--- src/rtl/running_mean_std_deviation_defines.svh ---
// assertion macros shared by the running statistics rtl
`ifndef RUNNING_MEAN_STD_DEVIATION_DEFINES_SVH
`define RUNNING_MEAN_STD_DEVIATION_DEFINES_SVH

// condition must never be seen at a clock edge out of reset
`define RMSD_ASSERT_NEVER(label, cond, msg) \
    label: assert property (@(posedge clk) disable iff (!rst_n) !(cond)) \
        else $error(msg);

// antecedent in a cycle requires the consequent in the same cycle
`define RMSD_ASSERT_IMPLIES(label, ante, cons, msg) \
    label: assert property (@(posedge clk) disable iff (!rst_n) (ante) |-> (cons)) \
        else $error(msg);

`endif

--- src/rtl/rmsd_pkg.sv ---
// types, constants and widths for the running mean and deviation block
package rmsd_pkg;

    // sample fraction bits only fix how values are read; the integer
    // datapath is the same for any fraction width
    localparam int COUNT_BITS  = 16;
    localparam int SAMPLE_BITS = 24;

    // port field widths
    localparam int IN_SAMPLE_W = 24;
    localparam int OUT_COUNT_W = 16;
    localparam int OUT_VAL_W   = 24;

    // accumulator and intermediate widths
    localparam int SUM_BITS  = SAMPLE_BITS + COUNT_BITS;
    localparam int SQR_BITS  = 2 * SAMPLE_BITS;
    localparam int SQ_BITS   = 2 * SAMPLE_BITS + COUNT_BITS;
    localparam int RAD_BITS  = 2 * SAMPLE_BITS;
    localparam int ROOT_BITS = SAMPLE_BITS;

    // shared divider: quotient bits per cycle
    localparam int DIV_STEPS  = 4;
    localparam int DIV_CYCLES = (SQ_BITS + DIV_STEPS - 1) / DIV_STEPS;
    localparam int DIVD_BITS  = DIV_CYCLES * DIV_STEPS;
    localparam int DIV_CNT_W  = $clog2(DIV_CYCLES + 1);

    // square root unit: root bits per cycle
    localparam int SQRT_STEPS  = 2;
    localparam int SQRT_CYCLES = (ROOT_BITS + SQRT_STEPS - 1) / SQRT_STEPS;
    localparam int ROOT_PAD    = SQRT_CYCLES * SQRT_STEPS;
    localparam int RAD_PAD     = 2 * ROOT_PAD;
    localparam int SQRT_CNT_W  = $clog2(SQRT_CYCLES + 1);

    // request queue between front and back, depth a power of two
    localparam int QUEUE_DEPTH = 2;
    localparam int QPTR_W      = $clog2(QUEUE_DEPTH);
    localparam int QCNT_W      = $clog2(QUEUE_DEPTH + 1);

    localparam logic [COUNT_BITS-1:0] COUNT_MAX = '1;

    // action codes
    localparam logic ACT_ADD   = 1'b0;
    localparam logic ACT_CLEAR = 1'b1;

    typedef enum logic [1:0] {
        KIND_ADD,
        KIND_CLEAR,
        KIND_DROP
    } kind_t;

    typedef enum logic [1:0] {
        F_IDLE,
        F_SQUARE,
        F_UPDATE
    } front_state_t;

    typedef enum logic [3:0] {
        B_IDLE,
        B_MEAN_DIV,
        B_MEAN_SQ,
        B_AVG_DIV,
        B_VAR,
        B_POP_SQRT,
        B_VARN,
        B_SMP_DIV,
        B_SMP_SQRT,
        B_OUT
    } back_state_t;

    // accumulator snapshot handed from front to back
    typedef struct packed {
        logic [COUNT_BITS-1:0]      count;
        logic signed [SUM_BITS-1:0] sum;
        logic [SQ_BITS-1:0]         sumsq;
        logic                       dropped;
    } snap_t;

    typedef struct packed {
        logic                  start;
        logic [DIVD_BITS-1:0]  dividend;
        logic [COUNT_BITS-1:0] divisor;
    } div_req_t;

    typedef struct packed {
        logic                 busy;
        logic                 done;
        logic [DIVD_BITS-1:0] quotient;
    } div_rsp_t;

    typedef struct packed {
        logic               start;
        logic [RAD_PAD-1:0] radicand;
    } sqrt_req_t;

    typedef struct packed {
        logic                busy;
        logic                done;
        logic [ROOT_PAD-1:0] root;
    } sqrt_rsp_t;

endpackage

--- src/rtl/rmsd_if.sv ---
// request and result channel interfaces
interface rmsd_item_if
    import rmsd_pkg::*;
();
    logic                   valid;
    logic                   ready;
    logic                   action;
    logic [IN_SAMPLE_W-1:0] sample;

    modport source (output valid, output action, output sample, input ready);
    modport sink   (input valid, input action, input sample, output ready);
endinterface


--- src/rtl/rmsd_front.sv ---
// front end: accepts requests, classifies them and updates the accumulators
module rmsd_front
    import rmsd_pkg::*;
(
    input  logic             clk,
    input  logic             rst_n,
    rmsd_item_if.sink        item,
    output logic             push,
    output snap_t            push_data,
    input  logic             full
);

    front_state_t state_reg, state_next;

    logic [COUNT_BITS-1:0]         count_reg, count_next;
    logic signed [SUM_BITS-1:0]    sum_reg, sum_next;
    logic [SQ_BITS-1:0]            sumsq_reg, sumsq_next;
    logic signed [SAMPLE_BITS-1:0] x_reg;
    logic [SQR_BITS-1:0]           sq_reg;
    kind_t                         kind_reg, kind_in;
    logic signed [SQR_BITS-1:0]    prod;
    logic                          accept;

    assign accept = item.valid && item.ready;

    // classify the incoming request against the current count
    always_comb
    begin
        if (item.action == ACT_CLEAR)
            kind_in = KIND_CLEAR;
        else if (count_reg == COUNT_MAX)
            kind_in = KIND_DROP;
        else
            kind_in = KIND_ADD;
    end

    // next state
    always_comb
    begin
        state_next = state_reg;
        unique case (state_reg)
            F_IDLE:
            begin
                if (accept)
                    state_next = F_SQUARE;
            end
            F_SQUARE:
                state_next = F_UPDATE;
            F_UPDATE:
            begin
                if (!full)
                    state_next = F_IDLE;
            end
            default:
                state_next = F_IDLE;
        endcase
    end

    // outputs
    always_comb
    begin
        item.ready = 1'b0;
        push       = 1'b0;
        unique case (state_reg)
            F_IDLE:   item.ready = 1'b1;
            F_SQUARE: item.ready = 1'b0;
            F_UPDATE: push       = !full;
            default:  item.ready = 1'b0;
        endcase
    end

    // accumulator update for the classified request
    always_comb
    begin
        count_next = count_reg;
        sum_next   = sum_reg;
        sumsq_next = sumsq_reg;
        case (kind_reg)
            KIND_CLEAR:
            begin
                count_next = '0;
                sum_next   = '0;
                sumsq_next = '0;
            end
            KIND_ADD:
            begin
                count_next = count_reg + 1'b1;
                sum_next   = sum_reg + SUM_BITS'(x_reg);
                sumsq_next = sumsq_reg + SQ_BITS'(sq_reg);
            end
            default:
            begin
                count_next = count_reg;
            end
        endcase
    end

    assign prod = x_reg * x_reg;

    assign push_data.count   = count_next;
    assign push_data.sum     = sum_next;
    assign push_data.sumsq   = sumsq_next;
    assign push_data.dropped = (kind_reg == KIND_DROP);

    // control state and accumulators
    always_ff @(posedge clk or negedge rst_n)
    begin
        if (!rst_n)
        begin
            state_reg <= F_IDLE;
            count_reg <= '0;
            sum_reg   <= '0;
            sumsq_reg <= '0;
        end
        else
        begin
            state_reg <= state_next;
            if (push)
            begin
                count_reg <= count_next;
                sum_reg   <= sum_next;
                sumsq_reg <= sumsq_next;
            end
        end
    end

    // request payload and square
    always_ff @(posedge clk)
    begin
        if (accept)
        begin
            x_reg    <= $signed(item.sample[SAMPLE_BITS-1:0]);
            kind_reg <= kind_in;
        end
        if (state_reg == F_SQUARE)
            sq_reg <= $unsigned(prod);
    end

endmodule

--- src/flat_wrapper.sv ---
// flat-port wrapper written by rule: the top's interface ports become plain ports
module rmsd_front_flat import rmsd_pkg::*;
  (clk, rst_n, push, push_data, full, item_valid, item_action, item_sample, item_ready);
  rmsd_item_if item_i ();
  input  logic clk;
  input  logic rst_n;
  output logic push;
  output snap_t push_data;
  input  logic full;
  input wire logic [$bits(item_i.valid)-1:0] item_valid;
  input wire logic [$bits(item_i.action)-1:0] item_action;
  input wire logic [$bits(item_i.sample)-1:0] item_sample;
  output wire logic [$bits(item_i.ready)-1:0] item_ready;
  assign item_i.valid = item_valid;
  assign item_i.action = item_action;
  assign item_i.sample = item_sample;
  assign item_ready = item_i.ready;
  rmsd_front u_core (.clk(clk), .rst_n(rst_n), .item(item_i), .push(push), .push_data(push_data), .full(full));
endmodule
--- config.mk ---
export PLATFORM = sky130hd
export DESIGN_NAME = rmsd_front_flat
export DESIGN_NICKNAME = d
export VERILOG_FILES = /design/src/rtl/running_mean_std_deviation_defines.svh /design/src/rtl/rmsd_pkg.sv /design/src/rtl/rmsd_if.sv /design/src/rtl/rmsd_front.sv /design/src/flat_wrapper.sv
export SDC_FILE = /design/constraint.sdc
export NUM_CORES = 2
export LEC_CHECK = 0
export BUFFER_PORTS_ARGS = -buffer_cell sky130_fd_sc_hd__buf_2
export CORE_UTILIZATION = 57
export CTS_CLUSTER_DIAMETER = 200
export DETAILED_ROUTE_END_ITERATION = 12
export PLACE_DENSITY = 0.78
export REMOVE_ABC_BUFFERS = 1
export SYNTH_ARGS = -nofsm -noshare
export SYNTH_HDL_FRONTEND = slang
export SYNTH_SLANG_ARGS = --single-unit
--- constraint.sdc ---
create_clock -name clk -period 8 [get_ports clk]
set_input_delay 0.4 -clock clk [delete_from_list [all_inputs] [get_ports clk]]
set_output_delay 0.4 -clock clk [all_outputs]
set_load 0.02 [all_outputs]
# --- Word-level counts from Yosys, hierarchy flattened ---
# Cells that the tools add are included.
classes:
  n_addsub: 3
  multipliers: 1
  eq_ne: 7
  muxes: 9
  n_reduce_logical: 5
op_table:
  columns: ["operator", "n"]
  rows:
  - ["$pmux 64 s2", 1]
  - ["$pmux 40 s2", 1]
  - ["$add 64x48->64", 1]
  - ["$mul 24x24->48", 1]
  - ["$add 40x24->40", 1]
  - ["$pmux 16 s2", 1]
  - ["$add 16x1->16 const B", 1]
  - ["$eq 16x16->1 const B", 1]
  - ["$mux 2", 3]
  - ["$pmux 2 s3", 1]
  - ["$eq 2x1->1 const B", 2]
  - ["$eq 2x2->1 const B", 2]
  - ["$logic_not 2->1", 2]
  - ["$mux 1", 2]
  - ["$ne 2x1->1 const B", 1]
  - ["$ne 2x2->1 const B", 1]
  - ["$reduce_and 2->1", 1]
  - ["$logic_and 1x1->1", 1]
  - ["$logic_not 1->1", 1]
totals:
  reg_bits: 196
  out_inout_bits: 123
  wordCells: 32

# --- Logic depth before layout (Yosys ltp) ---
depth:
  ltp_word: 5
  mapped_depth: 29
  ltp_nobuf: 26

# --- Worst setup path before layout ---
# OpenSTA, ideal clock, no wires.
synth_path:
  path_kind: "flip-flop to flip-flop"
  startpoint: "register u_core.x_reg[23]"
  endpoint: "register u_core.sq_reg[44] (data pin)"
  setup_time_ps: 260
  arrival_time_ps: 7424
  required_ps: 7740
  path_slack_ps: 317
  path_stages_with_launch: 23
  period_less_slack_ps: 7683
  path_cell_list: "edfxtp_1 -> clkbuf_1 -> clkbuf_1 -> nand2_1 -> inv_1 -> fa_1 -> fa_1 -> inv_1 -> fa_1 -> inv_1 -> fa_1 -> fa_1 -> fa_1 -> fa_1 -> ha_1 -> and2_1 -> and3_1 -> o31ai_1 -> o311ai_1 -> a211oi_1 -> o21bai_1 -> a21oi_1 -> xnor2_1"
synth_via:
  elab_chain_cells: 1
synth_lines:
  columns: ["item", "line_no", "source"]
  rows:
  - ["start: declaration", "rmsd_front.sv:18", "logic signed [SAMPLE_BITS-1:0] x_reg;"]
  - ["start signal: assignment", "rmsd_front.sv:132", "x_reg <= $signed(item.sample[SAMPLE_BITS-1:0]);"]
  - ["$mul 24x24->48", "rmsd_front.sv:98", "assign prod = x_reg * x_reg;"]
  - ["named net u_core.prod[44]", "rmsd_front.sv:21", "logic signed [SQR_BITS-1:0] prod;"]
  - ["end signal: assignment", "rmsd_front.sv:136", "sq_reg <= $unsigned(prod);"]
  - ["end: declaration", "rmsd_front.sv:19", "logic [SQR_BITS-1:0] sq_reg;"]
# The timed path passes the listed nets, and every way through them passes these cells.
# A chain may end at the register's enable or synchronous reset.

# --- Worst setup path in the final report ---
layout_path:
  startpoint: "register u_core.x_reg[11]"
  endpoint: "register u_core.sq_reg[44] (data pin)"
# The elaborated chain is that of the path after synthesis.

==> impl_metrics.yaml <==
run_status:
  status: "finished clean"
clock_network:
  numCtsBuffers: 17
  clk_path_buf_depth: 2
  cts.clk_slew.worst_paths_ps: 90
  cts-root-buf: "clkbuf_16"
  clk_latency_ps: 510
  cts.sinks: 195
  cts_htree_levels: 4
  cts_tree: "done"
timing:
  skew_ps: 18.3
  rsz0062_at_grt: "no"
  finalCritPeriodShare_pct: 95.7
  hold_violations: 0
  max_freq_mhz: 131
  tightestPinTransition_ps: 1060
  finalSetupTns_ps: 0
  slew_violations: 0
  min_period_ps: 7660
  relSlewSlack_pct: 29.5
  setup_viol: 0
detailed_routing:
  firstDrtPassIters: 5
  avgRoutedWirePerCell_um: 19.2
  ant_nets: 0
  via_count: 24700
  via_per_inst: 5.68
  drt-initial-drc-count: 1914
  wl_mm: 83.3
  drc: 0
global_route:
  grt_max_degree: 79
  grt_pass1_wl_mm: 134
  grtUsageTotal_pct: 30.4
  antenna_found_initial: 5
  overflow: 0
  grt_pass1_vias: 25500
floorplan:
  dieArea_um2: 57300
  initial_core_util_pct: 58.0
  die_w_um: 239
  ioPinCount: 152
  fp-row-count: 86
  core_area_um2: 55400
  die_h_um: 239
synthesis:
  synthArstFlopShare_pct: 62.6
  ys_seq_area_share_pct: 16.3
  yosysMostFrequentCell: "inv_1"
  synth_ff_type: "dfrtp_1"
  yosysWarnings: 0
  netlist_instances: 3475
  syn_area_um2: 32100
  synth.top_cell.area_share_pct: 34.8
  synth_seq_cells: 195
  synth.area.top_cells: "fa_1, dfrtp_1, ha_1"
  synth-edff-count: 73
  yosysTopAreaCell: "fa_1"
  synth_commonest_cells: "inv_1, fa_1, nand2_1"
  syn_area_per_cell_um2: 9.25
  yosysUniqueCellTypes: 92
worst_setup_path:
  crit_fanout: 16
  path_class: "flip-flop to flip-flop"
  required_ps: 8250
  arrival_ps: 7910
  worstSetupEndpointType: "flip-flop"
  worstSetupStartpointType: "flip-flop"
layout:
  area_growth_syn_to_layout_pct: 7.33
  largest_reg_flops: 64
  final_nets: 4399
  utilization_pct: 62.3
  stdcell_count: 4345
  layout-drive-gt1-share_pct: 8.40
place:
  gp_congestion: 0.981
  dp_hpwl_mm: 65.7
  place_inst: 4298
  io_buffers: 151
run:
  maxCapViolations: 0
hold_path:
  hold_class: "input pin to flip-flop"
## cell families (layout without fill, tap and decap cells)
kind of cell,after synthesis,in the layout,share of synthesized area (%)
and+or+nand+nor,935,935,13.5
adders and majority gates,787,787,43.7
xor gates and xnor gates,146,146,3.98
AOI/OAI and AO/OA,592,592,12.7
buffers and inverters,810,931,9.54
other,0,1,0
DFF,195,195,16.3
muxes,10,10,0.319
## cell type report
cell class / count / area, µm²
clock buffer: 18 / 429
multi-input combinational: 2470 / 23900
inverter: 682 / 2560
clock inverter: 14 / 188
antenna: 1 / 2.50
tap: 748 / 936
sequential: 195 / 5250
fill: 4565 / 20900
timing repair buffer: 217 / 1270
## worst max-delay path, cell delays in order (launching register included)
cell and delay (ps):
edfxtp_1 870, nand2_1 220, inv_1 160, fa_1 390, inv_1 80, fa_1 440
fa_1 550, inv_1 50, fa_1 500, inv_1 60, fa_1 540, inv_1 50
fa_1 470, inv_1 50, fa_1 470, inv_1 40, ha_1 370, nand4_1 170
nor3_1 340, o211ai_1 250, nand2_1 150, a221oi_1 110, o311ai_1 510, a211oi_2 190
o21bai_1 150, a21oi_1 90, xnor2_1 130
## per-layer routing
metal / global-route usage [%] / vias to the layer above / routed length, µm
li1: - / 11300 / -
met1: 41.9 / 12400 / 35800
met2: 47.4 / 904 / 37900
met3: 6.64 / 156 / 6990
met4: 10.8 / 2 / 2540
met5: 0 / - / 13
## final timing paths
kind	start	endpoint	slack [ps]	cells after the start
worst max register to register	u_core.x_reg[11]	u_core.sq_reg[44]	340	26
worst max-delay path	u_core.x_reg[11]	u_core.sq_reg[44]	340	26
worst min-delay path	item_sample[5]	u_core.x_reg[5]	70	1
max in group asynchronous	rst_n	u_core.sum_reg[5]	6260	3
worst min register to register	u_core.sum_reg[17]	u_core.sum_reg[17]	510	2
min in group asynchronous	rst_n	u_core.sumsq_reg[59]	450	2
## layout by cell type, fill, tap and decap left out, types with 27 or more instances in the layout
master / count
inv_1: 681
fa_1: 558
nand2_1: 524
ha_1: 229
buf_2: 150
o21ai_0: 132
a21oi_1: 130
dfrtp_1: 122
and2_1: 115
xnor2_1: 104
nor2_1: 92
a21o_1: 79
edfxtp_1: 73
a22o_1: 71
buf_4: 64
xor2_1: 42
nand3_1: 35
nand2b_1: 30
o21bai_1: 28
nor2b_1: 27
## repair_timing
action,in CTS,in global routing
resized for setup,0,1
buffers inserted,0,13
endpoints found under the hold margin,66,0
hold buffers,1,0
setup endpoints to repair,0,3
## through the flow
stage	cell area, µm²	hold WS (ps)	setup slack, ps
6_report	34500	68.5	340
2_1_floorplan	31600	104	193
5_1_grt	34500	52.3	42.0
4_1_cts	34400	37.7	181
3_3_place_gp	33800	450	414
3_5_place_dp	33800	445	242
Power is not shown: default switching activity piles up to over one toggle a cycle in this logic, so the estimate is an artifact.
