--- config.mk ---
export PLATFORM = sky130hd
export DESIGN_NAME = rmsd_queue
export DESIGN_NICKNAME = d
export VERILOG_FILES = /design/src/rtl/rmsd_pkg.sv /design/src/rtl/rmsd_queue.sv
export VERILOG_INCLUDE_DIRS = /design/src /design/src/rtl
export SDC_FILE = /design/constraint.sdc
export NUM_CORES = 1
export LEC_CHECK = 0
export CAP_MARGIN = 15
export CELL_PAD_IN_SITES_DETAIL_PLACEMENT = 2
export CELL_PAD_IN_SITES_GLOBAL_PLACEMENT = 2
export CORE_MARGIN = 8
export CORE_UTILIZATION = 50
export CTS_CLUSTER_DIAMETER = 30
export DETAILED_ROUTE_END_ITERATION = 10
export DONT_BUFFER_PORTS = 1
export PLACE_DENSITY_LB_ADDON = 0.12
export SLEW_MARGIN = 40
export SYNTH_ARGS = -nofsm -noshare
export SYNTH_HDL_FRONTEND = slang
export SYNTH_SLANG_ARGS = --single-unit
--- constraint.sdc ---
create_clock -name clk -period 12.35 [get_ports clk]
set_input_delay 0.6175 -clock clk [delete_from_list [all_inputs] [get_ports clk]]
set_output_delay 0.6175 -clock clk [all_outputs]
set_load 0.01 [all_outputs]
--- src/rtl/running_mean_std_deviation_defines.svh ---
// assertion macros shared by the running statistics rtl
`ifndef RUNNING_MEAN_STD_DEVIATION_DEFINES_SVH
`define RUNNING_MEAN_STD_DEVIATION_DEFINES_SVH

// condition must never be seen at a clock edge out of reset
`define RMSD_ASSERT_NEVER(label, cond, msg) \
    label: assert property (@(posedge clk) disable iff (!rst_n) !(cond)) \
        else $error(msg);

// antecedent in a cycle requires the consequent in the same cycle
`define RMSD_ASSERT_IMPLIES(label, ante, cons, msg) \
    label: assert property (@(posedge clk) disable iff (!rst_n) (ante) |-> (cons)) \
        else $error(msg);

`endif

--- src/rtl/rmsd_pkg.sv ---
// types, constants and widths for the running mean and deviation block
package rmsd_pkg;

    // sample fraction bits only fix how values are read; the integer
    // datapath is the same for any fraction width
    localparam int COUNT_BITS  = 16;
    localparam int SAMPLE_BITS = 24;

    // port field widths
    localparam int IN_SAMPLE_W = 24;
    localparam int OUT_COUNT_W = 16;
    localparam int OUT_VAL_W   = 24;

    // accumulator and intermediate widths
    localparam int SUM_BITS  = SAMPLE_BITS + COUNT_BITS;
    localparam int SQR_BITS  = 2 * SAMPLE_BITS;
    localparam int SQ_BITS   = 2 * SAMPLE_BITS + COUNT_BITS;
    localparam int RAD_BITS  = 2 * SAMPLE_BITS;
    localparam int ROOT_BITS = SAMPLE_BITS;

    // shared divider: quotient bits per cycle
    localparam int DIV_STEPS  = 4;
    localparam int DIV_CYCLES = (SQ_BITS + DIV_STEPS - 1) / DIV_STEPS;
    localparam int DIVD_BITS  = DIV_CYCLES * DIV_STEPS;
    localparam int DIV_CNT_W  = $clog2(DIV_CYCLES + 1);

    // square root unit: root bits per cycle
    localparam int SQRT_STEPS  = 2;
    localparam int SQRT_CYCLES = (ROOT_BITS + SQRT_STEPS - 1) / SQRT_STEPS;
    localparam int ROOT_PAD    = SQRT_CYCLES * SQRT_STEPS;
    localparam int RAD_PAD     = 2 * ROOT_PAD;
    localparam int SQRT_CNT_W  = $clog2(SQRT_CYCLES + 1);

    // request queue between front and back, depth a power of two
    localparam int QUEUE_DEPTH = 2;
    localparam int QPTR_W      = $clog2(QUEUE_DEPTH);
    localparam int QCNT_W      = $clog2(QUEUE_DEPTH + 1);

    localparam logic [COUNT_BITS-1:0] COUNT_MAX = '1;

    // action codes
    localparam logic ACT_ADD   = 1'b0;
    localparam logic ACT_CLEAR = 1'b1;

    typedef enum logic [1:0] {
        KIND_ADD,
        KIND_CLEAR,
        KIND_DROP
    } kind_t;

    typedef enum logic [1:0] {
        F_IDLE,
        F_SQUARE,
        F_UPDATE
    } front_state_t;

    typedef enum logic [3:0] {
        B_IDLE,
        B_MEAN_DIV,
        B_MEAN_SQ,
        B_AVG_DIV,
        B_VAR,
        B_POP_SQRT,
        B_VARN,
        B_SMP_DIV,
        B_SMP_SQRT,
        B_OUT
    } back_state_t;

    // accumulator snapshot handed from front to back
    typedef struct packed {
        logic [COUNT_BITS-1:0]      count;
        logic signed [SUM_BITS-1:0] sum;
        logic [SQ_BITS-1:0]         sumsq;
        logic                       dropped;
    } snap_t;

    typedef struct packed {
        logic                  start;
        logic [DIVD_BITS-1:0]  dividend;
        logic [COUNT_BITS-1:0] divisor;
    } div_req_t;

    typedef struct packed {
        logic                 busy;
        logic                 done;
        logic [DIVD_BITS-1:0] quotient;
    } div_rsp_t;

    typedef struct packed {
        logic               start;
        logic [RAD_PAD-1:0] radicand;
    } sqrt_req_t;

    typedef struct packed {
        logic                busy;
        logic                done;
        logic [ROOT_PAD-1:0] root;
    } sqrt_rsp_t;

endpackage

--- src/rtl/rmsd_queue.sv ---
// short queue of accumulator snapshots between front and back
module rmsd_queue
    import rmsd_pkg::*;
(
    input  logic  clk,
    input  logic  rst_n,
    input  logic  push,
    input  snap_t push_data,
    output logic  full,
    input  logic  pop,
    output snap_t pop_data,
    output logic  empty
);

`include "running_mean_std_deviation_defines.svh"

    snap_t             entry_reg [QUEUE_DEPTH];
    logic [QPTR_W-1:0] wr_ptr_reg, rd_ptr_reg;
    logic [QCNT_W-1:0] fill_reg;

    assign full     = (fill_reg == QCNT_W'(QUEUE_DEPTH));
    assign empty    = (fill_reg == '0);
    assign pop_data = entry_reg[rd_ptr_reg];

    // pointers and fill level
    always_ff @(posedge clk or negedge rst_n)
    begin
        if (!rst_n)
        begin
            wr_ptr_reg <= '0;
            rd_ptr_reg <= '0;
            fill_reg   <= '0;
        end
        else
        begin
            if (push)
                wr_ptr_reg <= wr_ptr_reg + 1'b1;
            if (pop)
                rd_ptr_reg <= rd_ptr_reg + 1'b1;
            if (push && !pop)
                fill_reg <= fill_reg + 1'b1;
            else if (pop && !push)
                fill_reg <= fill_reg - 1'b1;
        end
    end

    // entry storage
    always_ff @(posedge clk)
    begin
        if (push)
            entry_reg[wr_ptr_reg] <= push_data;
    end

    `RMSD_ASSERT_NEVER(a_queue_no_overflow, push && full, "push into full queue")
    `RMSD_ASSERT_NEVER(a_queue_no_underflow, pop && empty, "pop from empty queue")

endmodule

==> results of run 1 <==
## through the flow
step                    setup WS, ns  instances  hold WS, ns  instance area (sq um)
after global placement          9.16        612        0.322                   9450
after floorplan                 5.87        393        0.322                   9250
## cells by family after synthesis
logic type | count (synthesis) | synth area share, %
xor+xnor | 5 | 0.473
flops | 246 | 79.6
simple gates | 5 | 0.284
fa+ha+maj | 1 | 0.135
mux | 121 | 18.0
buf+inv | 15 | 1.51
==> results, run 1 <==
- The run stopped with a tool error.
- The flow stopped in detailed placement (3_5_place_dp).
- The tool reported: "[ERROR DPL-0033] detailed placement checks failed during check placement".
- The number of rows created at floorplan is between 40 and 50.
- The top-level port count is around 250.
- For this run, the leading register cell type out of synthesis is edfxtp_1.
- The global placer's final weighted congestion is 0.686.
- The wire-length estimate of the detail-placed layout is around 15 mm.
- The share of Yosys cell area claimed by the top area cell type is approximately 79%.
- Synthesis produced a netlist whose cell count is a little under 400.
- The floorplan step set the die width to 152 um.
- In the post-synthesis netlist, the biggest area contributors are edfxtp_1, mux2_4, mux2_2, buf_6, dfrtp_1.
- After synthesis the cells add up to a little over 9000 sq um.
- For this configuration, the core starts out at a cell density of 51.2%.
- The commonest cells after synthesis are edfxtp_1, mux2_4, mux2_2.
- The number of nets in the synthesized netlist is ~520.
- Counting flops and latches in the post-synthesis netlist gives ~250.
- The netlist uses 14 different library cells.
- The most frequently used cell type in the post-synthesis netlist is edfxtp_1.
- Each instance of the synthesized netlist takes up on average 23.5 sq um.
- Of the synthesized area, sequential elements account for between 70% and 80%.
- The yosys synthesis warning count is 0.
- In this run the vertical extent of the chip is ~150 um.
- The number of flops mapped to enable cells by yosys is 242.
- The async set-or-reset flop fraction in the synthesized netlist is 1.63%.
- The most area-hungry cell type in the Yosys netlist is edfxtp_1.
- The quantity of I/O buffers inserted on ports is 0.
==> run 2, diff against run 1 <==
--- a/config.mk
+++ b/config.mk
@@ -7,14 +7,11 @@
 export NUM_CORES = 1
 export LEC_CHECK = 0
 export CAP_MARGIN = 15
-export CELL_PAD_IN_SITES_DETAIL_PLACEMENT = 2
-export CELL_PAD_IN_SITES_GLOBAL_PLACEMENT = 2
 export CORE_MARGIN = 8
-export CORE_UTILIZATION = 50
-export CTS_CLUSTER_DIAMETER = 30
+export CORE_UTILIZATION = 35
 export DETAILED_ROUTE_END_ITERATION = 10
 export DONT_BUFFER_PORTS = 1
-export PLACE_DENSITY_LB_ADDON = 0.12
+export PLACE_DENSITY_LB_ADDON = 0.15
 export SLEW_MARGIN = 40
 export SYNTH_ARGS = -nofsm -noshare
 export SYNTH_HDL_FRONTEND = slang
==> results, run 2 <==
- The clock-pin slew on the worst setup and hold paths is 0.06 ns.
- The overflow left after global routing is 0.
- The async set-or-reset flop fraction in the synthesized netlist came to 1.63% (unchanged).
- The filler cell count in the final layout is 2300.
- The critical path goes through buf_12 -> buf_6 -> mux2_2.
- The number of nets produced by synthesis is 519 (unchanged).
- The most common cell after layout, fill and taps aside is edfxtp_1.
- The share of Yosys cell area claimed by the top area cell type is 78.5% (unchanged).
- By area the synthesized netlist is led by edfxtp_1, mux2_4, mux2_2, buf_6, dfrtp_1.
- Combinational cells account for approximately 25% of the total power.
- Headroom to the max-slew limit came out at about half.
- Dividing total power by cell area gives a power density of 241 nW/um^2.
- The count of buffers added by post-CTS timing repair for setup is 0.
- Global routing consumed, on the met2 layer, around 16% of the routing resources.
- The worst clock skew is 0.00694 ns.
- The startpoint class of the critical path is a flop.
- The final layout contains 540 nets.
- The clock latency on the worst-skew pair is 0.51 ns.
- In the layout the commonest cells are edfxtp_1, mux2_4, mux2_2.
- The cell count after synthesis is 393 (unchanged).
- For this block, the initial DRC count from the detailed router was about 200.
- Summed over all nets, the switching power comes to between 0.6 and 0.7 mW.
- The finished cells cover roughly 10000 sq um.
- On the critical path, the stage with the largest delay is an instance of dfrtp_4.
- Of the total power, the clock network draws 28.0%.
- The top-level port count is 248 (unchanged).
- Data on the critical path arrives at its endpoint at about 2.8 ns.
- After detailed placement, the total cell area comes to slightly below 10000 sq um.
- The worst setup path is captured at a primary output.
- The portion of the post-synthesis area used by sequential elements is 79.6% (unchanged).
- In this run, flip-flops and latches consume 46.7% of the power.
- The height of the chip came to 179 um (+17%).
- The switching fraction of total power is around 28%.
- In the routed layout, each cell is associated on average with a via count of roughly 4.7.
- Of all cell types, the one taking the most synthesized area is edfxtp_1.
- The initial cell density of the core is 35.6% (-16 points).
- The per-cell routed wire length is 23.0 um.
- The width of the die is 179 um (+17%).
- The path class of the lowest-slack min-delay path is in2reg.
- The die covers 31900 sq um.
- The area growth from synthesis to layout is 12.7%.
- The critical path required time is 11.73 ns.
- TritonCTS created 26 clock buffers.
- The number of max-slew violations in the final report is 0.
- Setup slack on the critical path of the routed design comes to 8.98 ns.
- The total routing resource utilization after global routing is approximately a tenth.
- The period utilization is 27.2%.
- The quantity of I/O buffers inserted on ports is 0 (unchanged).
- The register with the most flip-flops in the layout has between 200 and 250 of them.
- In the final layout, the share of cells above drive strength 1 is between 30% and 40%.
- Clock tree synthesis selected as its root buffer the cell clkbuf_16.
- The most common flop cell mapped by yosys is edfxtp_1.
- Setup violations remaining at the end of the flow were counted as 0.
- The largest incremental delay on the critical path is 0.76 ns.
- The yosys synthesis warning count is 0 (unchanged).
- The global placer's final weighted congestion is 0.676 (-1.5%).
- The antenna diode count is 0.
- Among all cell types in the netlist, the one instantiated most often is edfxtp_1.
- met2 is the most crowded layer.
- The number of iterations in the first detailed-routing pass is 4.
- The maximum VDD drop is 141 uV.
- The post-layout minimum cycle time is ~3.4 ns.
- The mapped cell area came to 9250 sq um (unchanged).
- Summing over every cut layer, the via total after detailed routing is 3594.
- The number of flops mapped to enable cells by yosys was 242 (unchanged).
- The via count of the first global-routing pass was slightly below 4000.
- After the flow finishes, the layout carries non-filler instances totaling 766.
- In the final layout, the multi-input gates occupy about 1800 sq um.
- The number of H-tree levels is 1.
- The routing usage on met3 is around 8.1%.
- For this run, the top clock speed supported by timing is between 200 and 300 MHz.
- The number of placed instances with taps included is around 700.
- The leakage dissipation is roughly 3.6 nW.
- Across the run, the number of max-cap violations was 0.
- TritonCTS built the clock tree.
- At the pin with the least slew margin, the transition time is between 0.7 and 0.8 ns.
- In the global route stage, met1 resource usage came out at about a tenth.
- The first global-routing pass estimated between 20 and 25 mm of wire.
- The post-placement worst setup slack is roughly 9.5 ns.
- The number of synthesized register bits is 246 (unchanged).
- By count the netlist is led by edfxtp_1, mux2_4, mux2_2.
- The clock sink count is 246.
- The internal power consumption is 1.81 mW.
- The buffer and inverter count on the worst path is 2.
- The core region is roughly 26000 sq um.
- The worst setup path is of the reg2out kind.
- The number of rows created at floorplan is 59 (+20%).
- The largest net degree at the start of global routing is 62.
- The cell family with the largest share of critical-path delay is buffers and inverters.
- The detail route stage leaves a number of antenna-violating nets equal to 0.
- The setup total negative slack is 0 ns.
- The flip-flop and latch area is approximately 7400 sq um.
- The largest fanout on the critical path is between 50 and 60.
- The flow ran to the end, and the final reports show no timing, DRC or antenna violations.
- After detailed routing, the number of remaining DRC violations is 0.
- The hold violation total from the final report is 0.
- The initial antenna violation count was 0.
- The count of different cell masters after synthesis is 14 (unchanged).
- The clock passes through at most 3 buffers.
- Setup repair after global routing left no endpoint under its margin.
- The wire length reported by the detailed router is 17.6 mm.
- The mean instance size in the synthesized netlist is 23.5 sq um (unchanged).
- After clock tree synthesis, the repair step resized 0 gates.
run 2: cell counts after synthesis:
No cell type changed its count.
run 2: per-layer routing:
metal  vias up  share of wire [%]
li1       1599                  -
met1      1776                 34
met2       196                 45
met3        23                 19
met4         0                2.0
met5         -                  0
run 2: power by group through the flow:
stage                     sequential [mW]  combinational, mW  clock [mW]
final                                1.17              0.635       0.703
after global routing                 1.19              0.681       0.759
after CTS                            1.18              0.661       0.730
after detailed placement             1.19              0.660           0
after global placement               1.21              0.616           0
after floorplan                      1.18              0.567           0
run 2: logic make-up after synthesis:
group,count (synthesis),synth area share [%]
DFF,246,79.6
muxes,121,18.0
buffers and inverters,15,1.51
xor gates and xnor gates,5,0.473
and+or+nand+nor,5,0.284
adders and majority gates,1,0.135
run 2: cell type report:
class / count / share of cell area [%]
Multi-Input combinational cell: 132 / 16.8
Timing Repair Buffer: 7 / 0.912
Inverter: 1 / 0.0360
Tap cell: 335 / 4.02
Sequential cell: 246 / 70.7
Clock buffer: 35 / 6.77
Clock inverter: 10 / 0.744
run 2: per-stage QoR:
step | utilization [%] | total power [mW] | hold WS [ns]
after detailed placement | 37.0 | 1.85 | 0.322
after floorplan | - | 1.75 | 0.322
after global placement | 36.9 | 1.83 | 0.322
final | 40.1 | 2.51 | 0.179
after CTS | 40.1 | 2.57 | 0.150
after global routing | 40.1 | 2.63 | 0.158
run 2: path summary, 6_finish.rpt:
check	from	end	slack, ns	cells past startpoint
setup / recovery	rd_ptr_reg$_DFFE_PN0P_	pop_data[3]	8.98	3
hold / removal	pop	rd_ptr_reg$_DFFE_PN0P_	0.18	1
setup reg to reg	wr_ptr_reg$_DFFE_PN0P_	entry_reg[1][33]$_DFFE_PP_	10.21	3
hold reg to reg	fill_reg[1]$_DFFE_PN0P_	fill_reg[1]$_DFFE_PN0P_	0.50	1
max in group asynchronous	rst_n	rd_ptr_reg$_DFFE_PN0P_	11.76	1
min in group asynchronous	rst_n	fill_reg[1]$_DFFE_PN0P_	0.38	1
run 2: repair_timing:
action / in CTS / in global routing
hold endpoints to repair: 4 / 0
hold buffers: 1 / 0
endpoints found under the setup margin: 0 / 0
Note: power is estimated with default switching activity, not from simulation.
==> run 3, diff against run 2 <==
==> constraint.sdc (replaced) <==
create_clock -name clk -period 2.7 [get_ports clk]
set_input_delay 0.135 -clock clk [delete_from_list [all_inputs] [get_ports clk]]
set_output_delay 0.135 -clock clk [all_outputs]
set_load 0.01 [all_outputs]
==> results, run 3 (synthesis results as in run 2) <==
- The ratio of routed vias to standard cells was 4.55 (-3.0%).
- The wire length of the first global-routing pass was 26.3 mm (+6.5%).
- The number of iterations in the first detailed-routing pass is 4 (unchanged).
- The number of H-tree levels was 1 (unchanged).
- The instance area after placement was 9680 sq um (+0.60%).
- The remaining design rule violation count was 0 (unchanged).
- The number of rows created at floorplan is 59 (unchanged).
- The routed via count is 4061 (+13%).
- The quantity of I/O buffers inserted on ports came to 0 (unchanged).
- The count of routing violations after the opening detailed-route iteration is 160 (-21%).
- TritonCTS built the clock tree.
- The net total in the final layout was 666 (+23%).
- The final-layout worst hold slack is 0.124 ns (-0.0550 ns).
- The total routing resource utilization after global routing is 10.7% (+0.34 points).
- The power density over the cells was 1010 nW/um^2 (+320%).
- The largest incremental delay on the critical path is 0.78 ns (+0.02 ns).
- The antenna diode count is 0 (unchanged).
- The initial cell density of the core is 35.6% (unchanged).
- The proportion of layout cells with a drive suffix above 1 is 30.0% (-7.6 points).
- The overflow left after global routing is 0 (unchanged).
- The max-slew headroom at the worst pin came to 63.0% (+13 points).
- The per-cell routed wire length is 20.1 um (-12%).
- The largest net degree at the start of global routing is 67 (+8.1%).
- The area enclosed by the die boundary is 31900 sq um (unchanged).
- The transition time at the pin with the least slew margin was 0.555 ns (-0.195 ns).
- The flow ran to the end, and the final reports show no timing, DRC or antenna violations.
- The data arrival at the endpoint of the critical path came to 2.09 ns (-0.66 ns).
- CTS placed an instance of clkbuf_16 at the clock tree root.
- The overall power of the completed layout is 11.9 mW (+370%).
- In this run the worst hold path is classified as in2reg.
- Static timing analysis puts the maximum clock frequency at between 400 and 500 MHz.
- The height of the chip is 179 um (unchanged).
- The global placer's final weighted congestion is 0.639 (-5.4%).
- The via count of the first global-routing pass was 4453 (+16%).
- The initial antenna violation count is 1 (+1).
- The clock sink count was 246 (unchanged).
- For this design, the slowest cell found on the critical path is dfrtp_4.
- The flip-flop count of the largest register after layout came to 242 (unchanged).
- The worst setup path is captured at a primary output.
- The leakage dissipation was 4.18 nW (+16%).
- The critical path required time is 2.57 ns (-9.16 ns).
- The worst clock skew is 0.0233 ns (+0.0163 ns).
- The most common cell after layout, fill and taps aside is edfxtp_1.
- The setup total negative slack was 0 ns (unchanged).
- The clock latency on the worst-skew pair came to 0.52 ns (about the same).
- The critical path goes through buf_4 -> mux2_2.
- The number of nets still failing antenna checks after routing is 0 (unchanged).
- The width of the die was 179 um (unchanged).
- The top-level port count is 248 (unchanged).
- The number of max-slew violations in the final report was 0 (unchanged).
- The area growth from synthesis to layout is 27.1%.
- The maximum VDD drop is 657 uV (+370%).
- The type of the worst setup path is reg2out.
- The number of gates resized after CTS is 0 (unchanged).
- The number of buffers created by CTS is 26 (unchanged).
- The clock-pin slew on the worst setup and hold paths came to 0.06 ns (about the same).
- The count of buffers added by post-CTS timing repair for setup is 0 (unchanged).
- The core area is 26000 sq um (unchanged).
- The number of max-cap violations is 0 (unchanged).
- The post-layout minimum cycle time is around 2.2 ns.
- The final setup violation count came to 0 (unchanged).
- Setup repair after global routing left no endpoint under its margin.
- Leaving out fill and tap cells, the most frequent cells in the layout are edfxtp_1, dlygate4sd3_1, mux2_4.
- The startpoint class of the critical path is a flop.
- The wire length reported by the detailed router is 18.0 mm (+1.9%).
- The post-route cell area is 11800 sq um (+13%).
- The largest fanout on the critical path is 34 (-40%).
- The HPWL after detailed placement is 12.0 mm.
- The total of hold buffers inserted after clock tree synthesis is 125 (+124).
- After layout, the worst path uses between 80% and 90% of the clock period.
- The deepest clock path buffer count is 3 (unchanged).
- The hold violation total from the final report was 0 (unchanged).
[run 3: critical path, delay by kind of cell, from the launching register on]
family | cells | cell delay [ns]
buffers and inverters | 1 | 0.35
muxes | 1 | 0.40
DFF | 1 | 0.78
[run 3: area by class of cell]
class | count | area (sq um)
clock buffers | 32 | 694
repair buffers | 133 | 1390
clock inverters | 13 | 134
multi-input cells | 132 | 1760
fillers | 2193 | 14200
inverters | 1 | 3.75
flip-flops and latches | 246 | 7370
well taps | 335 | 419
[run 3: metrics by stage]
stage	std cells	util (%)	setup WS, ns
floorplan	393	-	0.0575
global placement	722	37.3	1.02
detailed placement	722	37.3	1.00
CTS	892	45.3	0.423
global route	892	45.3	0.364
finish	892	45.3	0.473
[run 3: path summary, 6_finish.rpt]
kind / start / end / slack [ns] / depth (start not counted)
worst max-delay path: rd_ptr_reg$_DFFE_PN0P_ / pop_data[103] / 0.47 / 2
worst min-delay path: push / entry_reg[1][95]$_DFFE_PP_ / 0.12 / 1
worst max register to register: wr_ptr_reg$_DFFE_PN0P_ / entry_reg[1][48]$_DFFE_PP_ / 1.02 / 2
worst min register to register: fill_reg[1]$_DFFE_PN0P_ / fill_reg[1]$_DFFE_PN0P_ / 0.49 / 1
max in group asynchronous: rst_n / rd_ptr_reg$_DFFE_PN0P_ / 2.00 / 2
min in group asynchronous: rst_n / wr_ptr_reg$_DFFE_PN0P_ / 0.47 / 2
[run 3: where the power goes]
group | switching (mW) | internal (mW) | leakage (nW)
registers | 0.284 | 5.07 | 2.32
logic | 1.68 | 1.47 | 1.45
clock network | 1.32 | 2.09 | 0.408
[run 3: per-layer routing]
metal  vias up  share of wire [%]  global-route usage (%)
met2       192                 47                    17.2
met1      1988                 38                    12.0
met3        28                 13                    5.84
met5         -              0.072                       0
li1       1851                  -                       -
met4         2                1.8                    3.07
